`src/design/pcbb_pkg.sv`:
```
// Shared constants for the point cloud box builder.
`default_nettype none

package pcbb_pkg;

    // Width and reset value of the half minimum extent register.
    localparam int HALF_W = 10;
    localparam logic [HALF_W-1:0] HALF_RESET = 10'd5;

endpackage

`default_nettype wire

```
`src/design/pcbb_axis_widen.sv`:
```
// Widens one axis to the minimum extent with saturation at the coordinate range.
`default_nettype none

module pcbb_axis_widen #(
    parameter int COORD_BITS = 24
) (
    input  wire logic signed [COORD_BITS-1:0]    lo,
    input  wire logic signed [COORD_BITS-1:0]    hi,
    input  wire logic [pcbb_pkg::HALF_W-1:0]     half,
    output logic signed [COORD_BITS-1:0]         lo_wide,
    output logic signed [COORD_BITS-1:0]         hi_wide
);

    // Working width holds the extent, twice the half extent and the widened bounds.
    localparam int WW = (COORD_BITS + 2 > pcbb_pkg::HALF_W + 2) ?
                        COORD_BITS + 2 : pcbb_pkg::HALF_W + 2;
    localparam logic signed [WW-1:0] CMAX_E = (WW'(1) <<< (COORD_BITS - 1)) - WW'(1);
    localparam logic signed [WW-1:0] CMIN_E = -CMAX_E - WW'(1);
    localparam logic signed [COORD_BITS-1:0] CMAX = {1'b0, {(COORD_BITS-1){1'b1}}};
    localparam logic signed [COORD_BITS-1:0] CMIN = {1'b1, {(COORD_BITS-1){1'b0}}};

    logic signed [WW-1:0] lo_e;
    logic signed [WW-1:0] hi_e;
    logic signed [WW-1:0] half_e;
    logic signed [WW-1:0] min_ext;
    logic signed [WW-1:0] extent;
    logic signed [WW-1:0] lo_sub;
    logic signed [WW-1:0] hi_add;
    logic                 narrow;

    // Extent test and the two candidate bounds.
    always_comb
    begin
        lo_e    = WW'(lo);
        hi_e    = WW'(hi);
        half_e  = WW'(half);
        min_ext = WW'({half, 1'b0});
        extent  = hi_e - lo_e;
        narrow  = extent < min_ext;
        lo_sub  = lo_e - half_e;
        hi_add  = hi_e + half_e;
    end

    // Saturate each widened bound to the coordinate range.
    always_comb
    begin
        lo_wide = lo;
        hi_wide = hi;
        if (narrow)
        begin
            lo_wide = (lo_sub < CMIN_E) ? CMIN : lo_sub[COORD_BITS-1:0];
            hi_wide = (hi_add > CMAX_E) ? CMAX : hi_add[COORD_BITS-1:0];
        end
    end

endmodule

`default_nettype wire

```
`src/design/point_cloud_box_builder.sv`:
```
// Top level of the point cloud box builder: running bounds and box result.
//
//  Channel  Direction  Contents
//  s_*      in         tdata = {point_z, point_y, point_x}, tuser = point_valid,
//                      tlast = last_point
//  m_*      out        tdata = box fields (see port comment), tuser = no_points
//  cfg_*    in         half_min_extent write, taken whenever cfg_wr_en is high
//
// One point is taken every cycle unless a stall holds the input register.
// A result follows the last point: behind the input register come the bounds
// snapshot, the widened bounds and the output register.
// Reset sets half_min_extent to 5 and clears the bounds.
// A stalled output fills the pipeline stages in front of it; points that are
// not last keep flowing into the trackers until a last point finds no room.
`default_nettype none

module point_cloud_box_builder #(
    parameter int COORD_BITS = 24
) (
    input  wire logic                              clk,
    input  wire logic                              rst_n,

    input  wire logic                              cfg_wr_en,
    input  wire logic [pcbb_pkg::HALF_W-1:0]       cfg_wr_data,

    input  wire logic                              s_tvalid,
    output logic                                   s_tready,
    // Low bits up: point_x, point_y, point_z.
    input  wire logic [((3*COORD_BITS+7)/8)*8-1:0] s_tdata,
    // point_valid.
    input  wire logic                              s_tuser,
    // last_point.
    input  wire logic                              s_tlast,

    output logic                                   m_tvalid,
    input  wire logic                              m_tready,
    // Low bits up: center_x2, center_y2, center_z2, long_side, short_side,
    // height, along_y, corner_min_x, corner_min_y, corner_max_x, corner_max_y.
    output logic [((10*COORD_BITS+11)/8)*8-1:0]    m_tdata,
    // no_points.
    output logic                                   m_tuser
);

    localparam int OUT_W  = 10 * COORD_BITS + 4;
    localparam int OUT_TW = ((OUT_W + 7) / 8) * 8;
    localparam logic signed [COORD_BITS-1:0] CMAX = {1'b0, {(COORD_BITS-1){1'b1}}};
    localparam logic signed [COORD_BITS-1:0] CMIN = {1'b1, {(COORD_BITS-1){1'b0}}};

    // Configuration register.
    logic [pcbb_pkg::HALF_W-1:0] half_reg;

    always_ff @(posedge clk or negedge rst_n)
    begin
        if (!rst_n)
            half_reg <= pcbb_pkg::HALF_RESET;
        else if (cfg_wr_en)
            half_reg <= cfg_wr_data;
    end

    // Handshake flow through the four stages.
    logic s0_valid_reg;
    logic s1_valid_reg;
    logic s2_valid_reg;
    logic out_valid_reg;
    logic s0_last_reg;
    logic s0_pv_reg;
    logic s3_free;
    logic s2_free;
    logic s1_free;
    logic s0_adv;

    assign s3_free  = !out_valid_reg || m_tready;
    assign s2_free  = !s2_valid_reg || s3_free;
    assign s1_free  = !s1_valid_reg || s2_free;
    assign s0_adv   = s0_valid_reg && (!s0_last_reg || s1_free);
    assign s_tready = !s0_valid_reg || s0_adv;

    // Input register.
    logic signed [COORD_BITS-1:0] px_reg;
    logic signed [COORD_BITS-1:0] py_reg;
    logic signed [COORD_BITS-1:0] pz_reg;

    always_ff @(posedge clk or negedge rst_n)
    begin
        if (!rst_n)
            s0_valid_reg <= 1'b0;
        else if (s_tready)
            s0_valid_reg <= s_tvalid;
    end

    always_ff @(posedge clk)
    begin
        if (s_tvalid && s_tready)
        begin
            px_reg      <= s_tdata[COORD_BITS-1:0];
            py_reg      <= s_tdata[2*COORD_BITS-1:COORD_BITS];
            pz_reg      <= s_tdata[3*COORD_BITS-1:2*COORD_BITS];
            s0_pv_reg   <= s_tuser;
            s0_last_reg <= s_tlast;
        end
    end

    // Running bounds, merged with the point in the input register.
    logic signed [COORD_BITS-1:0] low_x_reg, low_y_reg, low_z_reg;
    logic signed [COORD_BITS-1:0] high_x_reg, high_y_reg, high_z_reg;
    logic                         any_valid_reg;
    logic signed [COORD_BITS-1:0] low_x_next, low_y_next, low_z_next;
    logic signed [COORD_BITS-1:0] high_x_next, high_y_next, high_z_next;
    logic                         any_valid_next;

    always_comb
    begin
        low_x_next     = (s0_pv_reg && px_reg < low_x_reg)  ? px_reg : low_x_reg;
        high_x_next    = (s0_pv_reg && px_reg > high_x_reg) ? px_reg : high_x_reg;
        low_y_next     = (s0_pv_reg && py_reg < low_y_reg)  ? py_reg : low_y_reg;
        high_y_next    = (s0_pv_reg && py_reg > high_y_reg) ? py_reg : high_y_reg;
        low_z_next     = (s0_pv_reg && pz_reg < low_z_reg)  ? pz_reg : low_z_reg;
        high_z_next    = (s0_pv_reg && pz_reg > high_z_reg) ? pz_reg : high_z_reg;
        any_valid_next = any_valid_reg || s0_pv_reg;
    end

    always_ff @(posedge clk or negedge rst_n)
    begin
        if (!rst_n)
        begin
            low_x_reg     <= CMAX;
            low_y_reg     <= CMAX;
            low_z_reg     <= CMAX;
            high_x_reg    <= CMIN;
            high_y_reg    <= CMIN;
            high_z_reg    <= CMIN;
            any_valid_reg <= 1'b0;
        end
        else if (s0_adv)
        begin
            if (s0_last_reg)
            begin
                low_x_reg     <= CMAX;
                low_y_reg     <= CMAX;
                low_z_reg     <= CMAX;
                high_x_reg    <= CMIN;
                high_y_reg    <= CMIN;
                high_z_reg    <= CMIN;
                any_valid_reg <= 1'b0;
            end
            else
            begin
                low_x_reg     <= low_x_next;
                low_y_reg     <= low_y_next;
                low_z_reg     <= low_z_next;
                high_x_reg    <= high_x_next;
                high_y_reg    <= high_y_next;
                high_z_reg    <= high_z_next;
                any_valid_reg <= any_valid_next;
            end
        end
    end

    // Snapshot of the final bounds when the last point leaves the input register.
    logic signed [COORD_BITS-1:0] s1_lx_reg, s1_ly_reg, s1_lz_reg;
    logic signed [COORD_BITS-1:0] s1_hx_reg, s1_hy_reg, s1_hz_reg;
    logic                         s1_np_reg;

    always_ff @(posedge clk or negedge rst_n)
    begin
        if (!rst_n)
            s1_valid_reg <= 1'b0;
        else if (s1_free)
            s1_valid_reg <= s0_adv && s0_last_reg;
    end

    always_ff @(posedge clk)
    begin
        if (s1_free && s0_adv && s0_last_reg)
        begin
            s1_lx_reg <= low_x_next;
            s1_ly_reg <= low_y_next;
            s1_lz_reg <= low_z_next;
            s1_hx_reg <= high_x_next;
            s1_hy_reg <= high_y_next;
            s1_hz_reg <= high_z_next;
            s1_np_reg <= !any_valid_next;
        end
    end

    // Widen each axis to the minimum extent.
    logic signed [COORD_BITS-1:0] wlx, wly, wlz, whx, why, whz;

    pcbb_axis_widen #(.COORD_BITS(COORD_BITS)) u_widen_x (
        .lo      (s1_lx_reg),
        .hi      (s1_hx_reg),
        .half    (half_reg),
        .lo_wide (wlx),
        .hi_wide (whx)
    );

    pcbb_axis_widen #(.COORD_BITS(COORD_BITS)) u_widen_y (
        .lo      (s1_ly_reg),
        .hi      (s1_hy_reg),
        .half    (half_reg),
        .lo_wide (wly),
        .hi_wide (why)
    );

    pcbb_axis_widen #(.COORD_BITS(COORD_BITS)) u_widen_z (
        .lo      (s1_lz_reg),
        .hi      (s1_hz_reg),
        .half    (half_reg),
        .lo_wide (wlz),
        .hi_wide (whz)
    );

    logic signed [COORD_BITS-1:0] s2_lx_reg, s2_ly_reg, s2_lz_reg;
    logic signed [COORD_BITS-1:0] s2_hx_reg, s2_hy_reg, s2_hz_reg;
    logic                         s2_np_reg;

    always_ff @(posedge clk or negedge rst_n)
    begin
        if (!rst_n)
            s2_valid_reg <= 1'b0;
        else if (s2_free)
            s2_valid_reg <= s1_valid_reg;
    end

    always_ff @(posedge clk)
    begin
        if (s2_free && s1_valid_reg)
        begin
            s2_lx_reg <= wlx;
            s2_ly_reg <= wly;
            s2_lz_reg <= wlz;
            s2_hx_reg <= whx;
            s2_hy_reg <= why;
            s2_hz_reg <= whz;
            s2_np_reg <= s1_np_reg;
        end
    end

    // Sizes, heading flag and centers from the widened bounds.
    logic [COORD_BITS-1:0]        ex, ey, ez;
    logic signed [COORD_BITS:0]   cx2, cy2, cz2;
    logic                         ay;
    logic [COORD_BITS-1:0]        long_side, short_side;
    logic [OUT_TW-1:0]            out_data_next;

    always_comb
    begin
        // Extents never exceed the coordinate span, so the low bits are exact.
        ex         = s2_hx_reg - s2_lx_reg;
        ey         = s2_hy_reg - s2_ly_reg;
        ez         = s2_hz_reg - s2_lz_reg;
        cx2        = (COORD_BITS+1)'(s2_hx_reg) + (COORD_BITS+1)'(s2_lx_reg);
        cy2        = (COORD_BITS+1)'(s2_hy_reg) + (COORD_BITS+1)'(s2_ly_reg);
        cz2        = (COORD_BITS+1)'(s2_hz_reg) + (COORD_BITS+1)'(s2_lz_reg);
        ay         = ex < ey;
        long_side  = ay ? ey : ex;
        short_side = ay ? ex : ey;
        if (s2_np_reg)
            out_data_next = '0;
        else
            out_data_next = OUT_TW'({s2_hy_reg, s2_hx_reg, s2_ly_reg, s2_lx_reg, ay, ez,
                                     short_side, long_side, cz2, cy2, cx2});
    end

    // Output register.
    logic [OUT_TW-1:0] out_data_reg;
    logic              out_np_reg;

    always_ff @(posedge clk or negedge rst_n)
    begin
        if (!rst_n)
            out_valid_reg <= 1'b0;
        else if (s3_free)
            out_valid_reg <= s2_valid_reg;
    end

    always_ff @(posedge clk)
    begin
        if (s3_free && s2_valid_reg)
        begin
            out_data_reg <= out_data_next;
            out_np_reg   <= s2_np_reg;
        end
    end

    assign m_tvalid = out_valid_reg;
    assign m_tdata  = out_data_reg;
    assign m_tuser  = out_np_reg;

endmodule

`default_nettype wire
```
`config.mk`:
```
export PLATFORM = sky130hd
export DESIGN_NAME = point_cloud_box_builder
export DESIGN_NICKNAME = d
export VERILOG_FILES = /design/src/design/pcbb_pkg.sv /design/src/design/pcbb_axis_widen.sv /design/src/design/point_cloud_box_builder.sv
export SDC_FILE = /design/constraint.sdc
export NUM_CORES = 2
export LEC_CHECK = 0
export BUFFER_PORTS_ARGS = -buffer_cell sky130_fd_sc_hd__buf_2
export CAP_MARGIN = 30
export CORE_ASPECT_RATIO = 2
export CORE_UTILIZATION = 68
export CTS_BUF_LIST = sky130_fd_sc_hd__clkbuf_8
export CTS_CLUSTER_SIZE = 24
export DETAILED_ROUTE_END_ITERATION = 12
export HOLD_SLACK_MARGIN = 0.08
export PLACE_DENSITY = 0.95
export SLEW_MARGIN = 20
export SYNTH_ARGS = -nofsm -noshare
export SYNTH_HDL_FRONTEND = slang
export SYNTH_SLANG_ARGS = --single-unit
export TNS_END_PERCENT = 30
```
`constraint.sdc`:
```
create_clock -name clk -period 17.8 [get_ports clk]
set_clock_uncertainty 0.05 [all_clocks]
set_input_delay 3.56 -clock clk [delete_from_list [all_inputs] [get_ports clk]]
set_output_delay 3.56 -clock clk [all_outputs]
set_load 0.01 [all_outputs]
```
==> metrics.yaml <==
place_congestion: 1.04
synth_top_family_by_area: "compound AO/OA/AOI/OAI gates"
synth-edff-count: 608
critPathLaunch: "m_tready"
worst_setup_path_end_kind: "primary output"
synth-main-ff-cell: "edfxtp_1"
largest_reg_flops: 243
hold_viol_final: 0
async_reset_ff_frac: 0.207
rrSetupSlack_ns: 11.02
critical_path_class: "input port to primary output"
cp.depth: 6
antenna_found_initial: 2
total_power_mw: 5.78
drive_gt1_frac: 0.153
muxShareOfSynthArea: 0.0365
insertion_delay_ns: 0.79
clockPowerShare: 0.248
cp-start-kind: "input port"
fp.dieH_um: 382
cts_buffers: 99
maxSlewHeadroom: 0.312
synth_warnings: 0
routedWlPerCell_um: 21.2
grt_max_degree: 200
hold_path_class: "flip-flop to flip-flop"
cp.arrival_ns: 4.64
p_leak_nw: 23.3
io_pins: 340
synth_seq_cells: 767
drt-pass1-iter-count: 8
rows: 139
max_slew.worst_pin.slew_ns: 1.02
crit_top_cell: "buf_2"
cts.sinks: 767
routed_wl_mm: 130
synth_compound_gate_area_share: 0.175
period_share: 0.464
p_comb_frac: 0.338
slowest_delay_ns: 0.42
dp_hpwl_mm: 96.8
path_buf_inv: 3
postCtsSetupBuffers: 0
cts_root_buf: "clkbuf_8"
powerDensity_nw_per_um2: 107
endpoint: "s_tready"
internal_power_mw: 3.77
overflow: 0
yosysUniqueCellTypes: 97
h-tree-depth: 3
synth.cell_area_sq_um: 49200
crit_required_ns: 14.19
place.port_buffers: 335
nets: 5676
via_per_inst: 6.49
vdd_drop_max_mv: 0.101
hold_start: "high_x_reg[22]$_DFFE_PN0P_"
avgSynthCellArea_sq_um: 10.2
cts.path.max_buffers: 3
worstPathCellList: "buf_2 > nor2b_1 > nand4_1 > inv_1 > nand2_1 > buf_2"
drtIter0Drc: 4133
cpLargestDelayFamily: "simple AND/OR/NAND/NOR gates"
ctsHoldBuffers: 0
p_switching_mw: 2.01
crit_fanout: 5
die_x_um: 192
r2r_end: "m_tdata[97]$_SDFFCE_PP0P_"
p_sw_frac: 0.348
cts_tree: "yes"
timing.rr.start: "s2_hx_reg[12]$_DFFE_PP_"
area_delta_synth_final_pct: 9.69
whs_ns: 0.451
rsz0062_at_grt: "false"
fmax_mhz: 121
setup_viol: 0
maxCapViolCount: 0
synthSimpleGateAreaFrac: 0.128
core_sq_um: 71700
num_vias: 39600
grt_pass1_vias: 38600
die_area_sq_um: 73500
synth_cells: 4834
utilization: 0.753
ant_nets: 0
start_util: 0.686
drv_slew: 0
yosys.area_share.adder: 0.123
track_usage: 0.352
setup_tns_ns: 0
synthXorXnorAreaFrac: 0.0312
grt_pass1_wl_mm: 202
seq_area_frac_synth: 0.454
slowest_stage: "nor2b_1"
rr_worst_depth: 23
num-fill-cells: 4664
p_seq_frac: 0.414
period_minus_slack_ns: 8.25
cts_resized: 0
outcome: "completed"
path_clk_slew_ns: 0.06
drc: 0
## cell usage after synthesis (26+ instances only)
| library cell | count | area, sq um |
|---|---|---|
| nor2_1 | 412 | 1550 |
| dfstp_2 | 74 | 1940 |
| nand3_1 | 67 | 335 |
| a211oi_1 | 29 | 218 |
| nor4_1 | 30 | 188 |
| nand2_1 | 285 | 1070 |
| a22oi_1 | 26 | 195 |
| xor2_1 | 37 | 324 |
| nand4_1 | 98 | 613 |
| o311ai_0 | 41 | 359 |
| xnor2_1 | 138 | 1210 |
| o22ai_1 | 47 | 294 |
| o22a_1 | 79 | 692 |
| o21ai_0 | 241 | 1210 |
| nor3_1 | 81 | 405 |
| o21bai_1 | 38 | 285 |
| ha_1 | 461 | 5770 |
| inv_1 | 457 | 1720 |
| nand2b_1 | 51 | 319 |
| a21oi_1 | 299 | 1500 |
| dfrtp_1 | 85 | 2130 |
| mux2_2 | 120 | 1350 |
| clkbuf_1 | 170 | 638 |
| a31oi_1 | 62 | 388 |
| or3_1 | 27 | 169 |
| edfxtp_1 | 608 | 18300 |
| a21o_1 | 127 | 953 |
| nor2b_1 | 117 | 732 |
| o211ai_1 | 30 | 225 |
| and3_1 | 38 | 238 |
| o21a_1 | 47 | 353 |
| mux2i_1 | 43 | 430 |
## cell families after synthesis
logic type	Yosys count
other	1
DFF	767
and+or+nand+nor	1301
xor gates and xnor gates	175
buffers and inverters	667
adders and majority gates	476
AOI/OAI and AO/OA	1283
muxes	164
## layer usage
layer / share of wire / up-vias / GRT usage
met3: 0.078 / 455 / 0.0413
met2: 0.49 / 2177 / 0.597
met5: 0 / - / 0
met1: 0.37 / 18700 / 0.424
li1: - / 18300 / -
met4: 0.063 / 0 / 0.213
## power by group through the flow
stage | combinational (mW) | sequential [mW] | clock (mW)
floorplan | 1.35 | 2.42 | 0
global placement | 1.81 | 2.40 | 0
detailed placement | 1.89 | 2.42 | 0
CTS | 1.91 | 2.38 | 1.45
global route | 2.13 | 2.41 | 1.51
finish | 1.96 | 2.39 | 1.43
## final cells by class
type	instances	area [sq um]	area share
multi-input combinational	3403	24400	0.453
sequential	767	22300	0.414
timing repair buffer	381	2130	0.0394
inverter	459	1730	0.0320
clock buffer	106	1460	0.0270
tap	916	1150	0.0212
clock inverter	77	721	0.0134
antenna	3	7.51	0.000139
## worst reg2reg max path, delay by kind of cell (launching register included)
| family | cells | cell delay, ns |
|---|---|---|
| buffers and inverters | 3 | 1.17 |
| AO/OA/AOI/OAI | 12 | 2.24 |
| adder cells (fa/ha/maj) | 2 | 0.75 |
| flip-flops | 1 | 0.45 |
| AND/OR/NAND/NOR | 4 | 0.96 |
| XOR/XNOR | 1 | 0.63 |
| multiplexers | 1 | 0.29 |
## cells in the final DEF, fill, tap and decap left out, drive strengths merged, types with 81 or more instances in the layout
cell type and n:
ha 461, o21ai 255, mux2 121, dfrtp 85, edfxtp 608, a21oi 300
xnor2 138, clkbuf 106, nor2b 118, nor3 81, nor2 413, nand2 285
inv 476, buf 381, a21o 127, nand4 98
## worst min path at each step
stage / slack, ns / cells past startpoint / end
after floorplan: 0.35 / 0 / s2_np_reg$_DFFE_PP_
after global placement: 0.43 / 2 / any_valid_reg$_DFFE_PN0P_
after detailed placement: 0.43 / 1 / high_x_reg[14]$_DFFE_PN0P_
after CTS: 0.46 / 1 / high_x_reg[21]$_DFFE_PN0P_
after global routing: 0.47 / 1 / high_x_reg[22]$_DFFE_PN0P_
final: 0.45 / 1 / high_x_reg[22]$_DFFE_PN0P_
## through the flow
stage / cells / setup WS (ns) / instance area (sq um)
floorplan: 4837 / 2.47 / 49200
global placement: 5920 / 9.50 / 51600
detailed placement: 5921 / 9.53 / 51600
CTS: 6104 / 9.52 / 53800
global route: 6111 / 9.42 / 53900
finish: 6112 / 9.55 / 53900
Power figures use the tool's default switching activity.
